### config.mk
export PLATFORM = sky130hd
export DESIGN_NAME = midi_note_slot_table_core
export DESIGN_NICKNAME = d
export VERILOG_FILES = /design/src/design/mnst_pkg.sv /design/src/design/midi_note_slot_table_core.sv
export SDC_FILE = /design/constraint.sdc
export NUM_CORES = 2
export LEC_CHECK = 0
export BUFFER_PORTS_ARGS = -buffer_cell sky130_fd_sc_hd__buf_2
export CAP_MARGIN = 20
export CORE_ASPECT_RATIO = 1.2
export CORE_UTILIZATION = 62
export DETAILED_ROUTE_END_ITERATION = 16
export GPL_TIMING_DRIVEN = 0
export PLACE_DENSITY = 0.76
export SYNTH_ARGS = -nofsm -noshare
export SYNTH_HDL_FRONTEND = slang
export SYNTH_SLANG_ARGS = --single-unit
### constraint.sdc
create_clock -name clk_i -period 16.7 [get_ports clk_i]
set_input_delay 0 -clock clk_i [delete_from_list [all_inputs] [get_ports clk_i]]
set_output_delay 0 -clock clk_i [all_outputs]
set_load 0.02 [all_outputs]
### src/design/mnst_pkg.sv
`default_nettype none
package mnst_pkg;

  typedef enum logic [2:0] {
    OP_NOTE_ON      = 3'd0,
    OP_NOTE_OFF     = 3'd1,
    OP_SUSTAIN      = 3'd2,
    OP_CLEAR_SOURCE = 3'd3,
    OP_CLEAR_SAMPLE = 3'd4,
    OP_RESET_ALL    = 3'd5
  } op_e;

  typedef enum logic [1:0] {
    KIND_DONE    = 2'd0,
    KIND_RELEASE = 2'd1,
    KIND_DROP    = 2'd2
  } kind_e;

  typedef enum logic [3:0] {
    S_IDLE  = 4'b0001,
    S_SCAN  = 4'b0010,
    S_PLACE = 4'b0100,
    S_DONE  = 4'b1000
  } state_e;

  localparam logic [7:0] NO_VOICE = 8'd255;

endpackage
`default_nettype wire

### src/design/midi_note_slot_table_core.sv
`default_nettype none
// Note slot table with per-source, per-channel sustain flags. A request is taken when start_i
// is high and busy_o is low; the block then walks the slot table one slot per clock, reporting
// each released or dropped slot on a one-cycle valid_o strobe, and ends every request with a
// done item (last_o high). A note_on that scans goes on from the scan to a place step, where
// it takes a free slot or evicts the slot at the replace pointer; the other ops go to the done
// step, and busy_o stays high until then. The scan counter walks the single slot read port.
// Results cannot be stalled: the receiver must take every strobe.
module midi_note_slot_table_core #(
  parameter int SLOT_COUNT         = 16,
  parameter int SOURCE_COUNT       = 7,
  parameter int CHANNEL_COUNT      = 16,
  parameter int SAMPLE_VOICE_COUNT = 64
) (
  input  wire logic        clk_i,
  input  wire logic        rst_ni,
  input  wire logic        start_i,
  output logic             busy_o,
  input  wire logic [2:0]  op_i,
  input  wire logic [2:0]  source_num_i,
  input  wire logic [3:0]  channel_i,
  input  wire logic [6:0]  note_i,
  input  wire logic [7:0]  pad_voice_i,
  input  wire logic [7:0]  lead_voice_i,
  input  wire logic [7:0]  sample_voice_i,
  input  wire logic [15:0] owner_tag_i,
  input  wire logic        transient_flag_i,
  input  wire logic        pedal_down_i,
  output logic             valid_o,
  output logic [1:0]       kind_o,
  output logic [2:0]       out_source_o,
  output logic [7:0]       out_pad_voice_o,
  output logic [7:0]       out_lead_voice_o,
  output logic [7:0]       out_sample_voice_o,
  output logic             out_transient_o,
  output logic             last_o
);

  localparam int SW    = (SLOT_COUNT > 1) ? $clog2(SLOT_COUNT) : 1;
  localparam int SRC_W = (SOURCE_COUNT > 1) ? $clog2(SOURCE_COUNT) : 1;
  localparam int CH_W  = (CHANNEL_COUNT > 1) ? $clog2(CHANNEL_COUNT) : 1;

  mnst_pkg::state_e state_q, state_d;

  logic [SLOT_COUNT-1:0] sl_act_q, sl_sus_q;
  logic                  sl_tr_q   [SLOT_COUNT];
  logic [2:0]            sl_src_q  [SLOT_COUNT];
  logic [3:0]            sl_ch_q   [SLOT_COUNT];
  logic [6:0]            sl_note_q [SLOT_COUNT];
  logic [15:0]           sl_own_q  [SLOT_COUNT];
  logic [7:0]            sl_pad_q  [SLOT_COUNT];
  logic [7:0]            sl_lead_q [SLOT_COUNT];
  logic [7:0]            sl_smp_q  [SLOT_COUNT];

  logic [CHANNEL_COUNT-1:0] flags_q [SOURCE_COUNT];
  logic [SW-1:0]     ptr_q, idx_q, free_idx_q, rd_idx;
  logic              free_found_q, held_q;

  logic [2:0]  op_q, src_q;
  logic [3:0]  ch_q;
  logic [6:0]  note_q;
  logic [7:0]  pad_q, lead_q, smp_q;
  logic [15:0] own_q;
  logic        tr_q;

  logic        valid_q, tr_out_q, last_q;
  logic [1:0]  kind_q;
  logic [2:0]  src_out_q;
  logic [7:0]  pad_out_q, lead_out_q, smp_out_q;

  logic              accept, src_ok, ch_ok, in_valid, flag_cur, scan_en;
  logic [SRC_W-1:0]  flag_src;
  logic [CH_W-1:0]   flag_ch;
  logic              hit, emit, last_idx;
  logic [1:0]        hit_kind;

  assign accept   = start_i && (state_q == mnst_pkg::S_IDLE);
  assign busy_o   = (state_q != mnst_pkg::S_IDLE);
  assign src_ok   = (source_num_i != 3'd0) && ({1'b0, source_num_i} <= 4'(SOURCE_COUNT));
  assign ch_ok    = ({1'b0, channel_i} < 5'(CHANNEL_COUNT));
  assign in_valid = src_ok && ch_ok;
  assign flag_src = SRC_W'(source_num_i - 3'd1);
  assign flag_ch  = CH_W'(channel_i);
  assign flag_cur = in_valid ? flags_q[flag_src][flag_ch] : 1'b0;
  assign rd_idx   = (state_q == mnst_pkg::S_PLACE) ? ptr_q : idx_q;
  assign last_idx = (idx_q == SW'(SLOT_COUNT - 1));

  always_comb begin
    scan_en = 1'b0;
    unique case (op_i)
      mnst_pkg::OP_NOTE_ON: begin
        scan_en = in_valid && !(pad_voice_i == mnst_pkg::NO_VOICE &&
                  lead_voice_i == mnst_pkg::NO_VOICE && sample_voice_i == mnst_pkg::NO_VOICE);
      end
      mnst_pkg::OP_NOTE_OFF: scan_en = in_valid;
      mnst_pkg::OP_SUSTAIN: scan_en = in_valid && flag_cur && !pedal_down_i;
      mnst_pkg::OP_CLEAR_SOURCE: scan_en = 1'b1;
      mnst_pkg::OP_CLEAR_SAMPLE: scan_en = ({1'b0, sample_voice_i} < 9'(SAMPLE_VOICE_COUNT));
      default: scan_en = 1'b0;
    endcase
  end

  always_comb begin
    hit      = 1'b0;
    hit_kind = mnst_pkg::KIND_DROP;
    unique case (op_q)
      mnst_pkg::OP_NOTE_ON: begin
        hit = sl_act_q[rd_idx] && sl_src_q[rd_idx] == src_q &&
              ((pad_q != mnst_pkg::NO_VOICE && sl_pad_q[rd_idx] == pad_q) ||
               (lead_q != mnst_pkg::NO_VOICE && sl_lead_q[rd_idx] == lead_q) ||
               (smp_q != mnst_pkg::NO_VOICE && sl_smp_q[rd_idx] == smp_q));
      end
      mnst_pkg::OP_NOTE_OFF: begin
        hit = sl_act_q[rd_idx] && sl_src_q[rd_idx] == src_q && sl_ch_q[rd_idx] == ch_q &&
              sl_note_q[rd_idx] == note_q && (own_q == 16'd0 || sl_own_q[rd_idx] == own_q);
        hit_kind = mnst_pkg::KIND_RELEASE;
      end
      mnst_pkg::OP_SUSTAIN: begin
        hit = sl_act_q[rd_idx] && sl_sus_q[rd_idx] && sl_src_q[rd_idx] == src_q &&
              sl_ch_q[rd_idx] == ch_q;
        hit_kind = mnst_pkg::KIND_RELEASE;
      end
      mnst_pkg::OP_CLEAR_SOURCE: begin
        hit = sl_act_q[rd_idx] && (src_q == 3'd0 || sl_src_q[rd_idx] == src_q);
      end
      mnst_pkg::OP_CLEAR_SAMPLE: hit = sl_act_q[rd_idx] && sl_smp_q[rd_idx] == smp_q;
      default: hit = 1'b0;
    endcase
    emit = hit && !(op_q == mnst_pkg::OP_NOTE_OFF && held_q);
  end

  always_comb begin
    state_d = state_q;
    unique case (state_q)
      mnst_pkg::S_IDLE: begin
        if (accept) state_d = scan_en ? mnst_pkg::S_SCAN : mnst_pkg::S_DONE;
      end
      mnst_pkg::S_SCAN: begin
        if (last_idx) begin
          state_d = (op_q == mnst_pkg::OP_NOTE_ON) ? mnst_pkg::S_PLACE : mnst_pkg::S_DONE;
        end
      end
      mnst_pkg::S_PLACE: state_d = mnst_pkg::S_DONE;
      mnst_pkg::S_DONE: state_d = mnst_pkg::S_IDLE;
      default: state_d = mnst_pkg::S_IDLE;
    endcase
  end

  always_ff @(posedge clk_i or negedge rst_ni) begin
    if (!rst_ni) begin
      state_q      <= mnst_pkg::S_IDLE;
      sl_act_q     <= '0;
      sl_sus_q     <= '0;
      for (int k = 0; k < SOURCE_COUNT; k++) flags_q[k] <= '0;
      ptr_q        <= '0;
      idx_q        <= '0;
      free_idx_q   <= '0;
      free_found_q <= 1'b0;
      held_q       <= 1'b0;
      valid_q      <= 1'b0;
    end else begin
      state_q <= state_d;
      valid_q <= 1'b0;
      unique case (state_q)
        mnst_pkg::S_IDLE: begin
          idx_q        <= '0;
          free_found_q <= 1'b0;
          if (accept) begin
            held_q <= flag_cur;
            if (op_i == mnst_pkg::OP_SUSTAIN && in_valid) begin
              flags_q[flag_src][flag_ch] <= pedal_down_i;
            end
            if (op_i == mnst_pkg::OP_CLEAR_SOURCE) begin
              for (int k = 0; k < SOURCE_COUNT; k++) begin
                if (source_num_i == 3'd0 || int'(source_num_i) == k + 1) begin
                  flags_q[k] <= '0;
                end
              end
              if (source_num_i == 3'd0) ptr_q <= '0;
            end
            if (op_i == mnst_pkg::OP_RESET_ALL) begin
              sl_act_q <= '0;
              sl_sus_q <= '0;
              for (int k = 0; k < SOURCE_COUNT; k++) flags_q[k] <= '0;
              ptr_q    <= '0;
            end
          end
        end
        mnst_pkg::S_SCAN: begin
          idx_q <= idx_q + SW'(1);
          if (hit) begin
            if (emit) begin
              sl_act_q[rd_idx] <= 1'b0;
              sl_sus_q[rd_idx] <= 1'b0;
            end else begin
              sl_sus_q[rd_idx] <= 1'b1;
            end
          end
          if (!free_found_q && (!sl_act_q[rd_idx] || emit)) begin
            free_found_q <= 1'b1;
            free_idx_q   <= rd_idx;
          end
          valid_q <= emit;
        end
        mnst_pkg::S_PLACE: begin
          if (free_found_q) begin
            sl_act_q[free_idx_q] <= 1'b1;
            sl_sus_q[free_idx_q] <= 1'b0;
          end else begin
            sl_sus_q[ptr_q] <= 1'b0;
            ptr_q   <= (ptr_q == SW'(SLOT_COUNT - 1)) ? '0 : ptr_q + SW'(1);
            valid_q <= 1'b1;
          end
        end
        mnst_pkg::S_DONE: valid_q <= 1'b1;
        default: valid_q <= 1'b0;
      endcase
    end
  end

  always_ff @(posedge clk_i) begin
    if (accept) begin
      op_q   <= op_i;
      src_q  <= source_num_i;
      ch_q   <= channel_i;
      note_q <= note_i;
      pad_q  <= pad_voice_i;
      lead_q <= lead_voice_i;
      smp_q  <= sample_voice_i;
      own_q  <= owner_tag_i;
      tr_q   <= transient_flag_i;
    end
    if (state_q == mnst_pkg::S_PLACE) begin
      sl_tr_q[free_found_q ? free_idx_q : ptr_q]   <= tr_q;
      sl_src_q[free_found_q ? free_idx_q : ptr_q]  <= src_q;
      sl_ch_q[free_found_q ? free_idx_q : ptr_q]   <= ch_q;
      sl_note_q[free_found_q ? free_idx_q : ptr_q] <= note_q;
      sl_own_q[free_found_q ? free_idx_q : ptr_q]  <= own_q;
      sl_pad_q[free_found_q ? free_idx_q : ptr_q]  <= pad_q;
      sl_lead_q[free_found_q ? free_idx_q : ptr_q] <= lead_q;
      sl_smp_q[free_found_q ? free_idx_q : ptr_q]  <= smp_q;
    end
    if (state_q == mnst_pkg::S_DONE) begin
      kind_q     <= mnst_pkg::KIND_DONE;
      src_out_q  <= 3'd0;
      pad_out_q  <= 8'd0;
      lead_out_q <= 8'd0;
      smp_out_q  <= 8'd0;
      tr_out_q   <= 1'b0;
      last_q     <= 1'b1;
    end else begin
      kind_q     <= (state_q == mnst_pkg::S_PLACE) ? mnst_pkg::KIND_RELEASE : hit_kind;
      src_out_q  <= sl_src_q[rd_idx];
      pad_out_q  <= sl_pad_q[rd_idx];
      lead_out_q <= sl_lead_q[rd_idx];
      smp_out_q  <= sl_smp_q[rd_idx];
      tr_out_q   <= sl_tr_q[rd_idx];
      last_q     <= 1'b0;
    end
  end

  assign valid_o            = valid_q;
  assign kind_o             = kind_q;
  assign out_source_o       = src_out_q;
  assign out_pad_voice_o    = pad_out_q;
  assign out_lead_voice_o   = lead_out_q;
  assign out_sample_voice_o = smp_out_q;
  assign out_transient_o    = tr_out_q;
  assign last_o             = last_q;

endmodule
`default_nettype wire
==> flow_summary.yaml <==
die:
  io_pins: 95
  die_h_um: 313
  initial_utilization_pct: 62.9
  die_width_um: 261
  dieArea_um2: 81700
  core-area_um2: 79500
  core.rowCount: 113
routing:
  via_per_inst: 7.27
  via_count: 39200
  first_pass_iters: 9
  drtIter0Drc: 7205
  ant_nets: 0
  wl_per_cell_um: 33.8
  drc: 0
  wirelength_mm: 182
yosys:
  yosys-top-cells-count: "edfxtp_1, nand2_1, o21ai_0"
  ys_warn_count: 0
  ys_ff_latch: 1132
  ys.flop_type: "edfxtp_1"
  avgSynthCellArea_um2: 12.7
  yosysUniqueCellTypes: 92
  yosysTopAreaCell: "edfxtp_1"
  ys_top_cells_by_area: "edfxtp_1, dfrtp_1, mux2i_1, nand2_1, o21ai_0"
  syn_nets: 3994
  ys_seq_area_share_pct: 65.8
  synthArstFlopShare_pct: 14.4
  synth_top_area_share_pct: 56.4
  synth_edf_count: 938
  synthMostInstantiatedCell: "edfxtp_1"
  synthCells: 3921
  synth_area_um2: 50000
worst_setup_path:
  crit_path_start: "state_q[1]"
  r2r.worst_path.cells: 17
  end_kind: "flop"
  r2r_slack_ns: 9.21
  setup.worst_path.start_class: "flop"
  r2r_start: "state_q[1]"
  worst-path-max-fanout: 10
  critPathRequiredTime_ns: 17.23
  cp_data_arrival_time_ns: 8.03
  r2r-end: "valid_o"
  critPathKind: "flop to flop"
cts:
  cts_tree: "done"
  clock_latency_ns: 0.72
  clk_pin_slew_ns: 0.07
  root_buffer: "clkbuf_16"
  cts_resized: 0
  htreeDepth: 3
  cts.sinks: 1132
  clk_path_buf_depth: 3
  ctsHoldBuffers: 78
  numCtsBuffers: 106
  post_cts_buffers: 0
power_and_ir_drop:
  ir_drop_v: 0.000117
  p_leak_nw: 19.4
  p_per_area_nw_per_um2: 137
sta:
  hold_viol: 1
  max_freq_mhz: 133
  finalSetupViolations: 0
  skew_ns: 0.0534
  period_minus_slack_ns: 7.49
  maxSlewHeadroom_pct: 10.2
  rsz0062_at_grt: "no"
  holdWs_ns: -0.000739
  finalMaxSlewViolations: 0
  setup_tns_ns: 0
  final.period_utilization_pct: 44.9
  tightest_slew_ns: 1.34
finish:
  fin_nets: 4335
  finalNonFillerCells: 5393
  fillers: 5338
  area_growth_pct: 14.8
  drive_gt1_share_pct: 12.2
status:
  failed_checks: "negative hold slack"
  status: "finished with violations"
place:
  hpwlAfterDp_mm: 119
  dp.cells: 5104
  routabilityCongestion: 1.01
  io_buffer_count: 93
global_route:
  grt_first_pass_wirelength_mm: 258
  track_usage_pct: 44.5
  grt-ovfl-total: 0
  grt_pass1_vias: 38000
  antenna_found_initial: 6
  grt_start_max_net_pins: 116
min_path:
  holdPathEnd: "own_q[3]"
  hold_class: "primary input to flop"
  hold_depth: 2
  hp-start: "owner_tag_i[3]"
run:
  cap_violations: 0
[routing by layer]
metal  track usage [%]  vias to the layer above  share of wire, %
li1                  -                    15800                 -
met1              57.3                    18900                33
met2              66.0                     3629                43
met3              11.3                      930                15
met4              32.1                        8               8.7
met5                 0                        -             0.046
[worst max path at each step]
stage / endpoint / slack (ns) / cells after the start
final: valid_o / 9.21 / 17
after global routing: valid_o / 9.27 / 16
after CTS: valid_o / 9.78 / 17
after detailed placement: valid_o / 9.78 / 17
after global placement: sl_own_q[14][7] / 6.04 / 8
after floorplan: sl_ch_q[12][0] / 11.47 / 8
[worst max-delay path, cell delays in order (launching register included)]
cell and delay (ns):
dfrtp_1 0.37, buf_6 0.15, or4b_1 0.52, buf_4 0.19
mux2_4 0.25, buf_2 0.34, buf_2 0.43, buf_1 0.92
clkbuf_1 0.59, clkbuf_1 0.74, nand2_1 0.12, o221ai_1 0.69
o2111ai_1 0.33, o31a_1 0.57, o211a_1 0.30, buf_4 0.18
buf_4 0.19, o21ai_0 0.44
[where the power goes]
| group | switching, mW | internal [mW] |
|---|---|---|
| combinational | 1.25 | 0.497 |
| sequential | 0.245 | 3.31 |
| clock | 1.10 | 1.43 |
[sequential cells by signal, indices dropped and copies added (netlist names), 7 cells and up]
register,count
sl_own_q,256
sl_lead_q,128
sl_pad_q,128
sl_smp_q,128
flags_q,112
sl_note_q,112
sl_ch_q,64
sl_src_q,48
own_q,16
sl_act_q,16
sl_sus_q,16
sl_tr_q,16
lead_q,8
out_lead_voice_o,8
out_pad_voice_o,8
out_sample_voice_o,8
pad_q,8
smp_q,8
note_q,7
[kinds of logic (layout without fill, tap and decap cells)]
| kind of cell | Yosys count | after routing | synth area share (%) |
|---|---|---|---|
| muxes | 310 | 310 | 6.91 |
| xor gates and xnor gates | 40 | 40 | 0.701 |
| AOI/OAI and AO/OA | 999 | 999 | 13.2 |
| other | 0 | 3 | 0 |
| DFF | 1132 | 1132 | 65.8 |
| buffers and inverters | 343 | 777 | 3.03 |
| adders and majority gates | 11 | 11 | 0.276 |
| and+or+nand+nor | 1086 | 1086 | 10.1 |
[final cells by class]
cell class / count / area (um^2) / share of cell area, %
Inverter: 65 / 246 / 0.430
Tap cell: 1035 / 1290 / 2.26
Timing Repair Buffer: 233 / 2340 / 4.09
Clock inverter: 54 / 672 / 1.17
Multi-Input combinational cell: 2446 / 15700 / 27.4
Buffer: 278 / 1270 / 2.21
Clock buffer: 147 / 2960 / 5.16
Sequential cell: 1132 / 32900 / 57.3
Antenna cell: 3 / 7.51 / 0.0131
[metrics by stage]
| step | area [um^2] | utilization, % | hold slack [ns] | setup slack [ns] | total power, mW |
|---|---|---|---|---|---|
| 5_1_grt | 57400 | 72.2 | 0.0262 | 9.27 | 7.97 |
| 6_report | 57400 | 72.2 | -0.000739 | 9.21 | 7.84 |
| 3_5_place_dp | 52900 | 66.5 | -0.0641 | 9.78 | 5.22 |
| 3_3_place_gp | 51700 | 65.1 | 0.176 | 6.04 | 5.17 |
| 4_1_cts | 57300 | 72.1 | 0.000474 | 9.78 | 7.70 |
| 2_1_floorplan | 50000 | - | -0.296 | 11.47 | 4.45 |
[layout by cell type (no fill, tap or decap), types with 23 or more instances in the layout]
| cell | count |
|---|---|
| mux2i_1 | 250 |
| buf_2 | 166 |
| nor3_1 | 33 |
| nor4_1 | 23 |
| dfrtp_1 | 162 |
| nand3_1 | 151 |
| a2111oi_0 | 40 |
| clkbuf_16 | 107 |
| a31oi_1 | 30 |
| dfxtp_1 | 31 |
| o211ai_1 | 29 |
| nand4_1 | 56 |
| nor2_1 | 127 |
| o21ai_0 | 298 |
| inv_1 | 63 |
| edfxtp_1 | 938 |
| o2111ai_1 | 29 |
| mux2_2 | 29 |
| buf_1 | 41 |
| a211oi_1 | 28 |
| a21oi_1 | 237 |
| nand2_1 | 521 |
| nor2b_1 | 46 |
| and3_1 | 30 |
| a32oi_1 | 51 |
| a22oi_1 | 30 |
| clkbuf_1 | 170 |
| o221ai_1 | 41 |
| dlygate4sd3_1 | 77 |
| buf_12 | 35 |
Power figures use the tool's default switching activity.
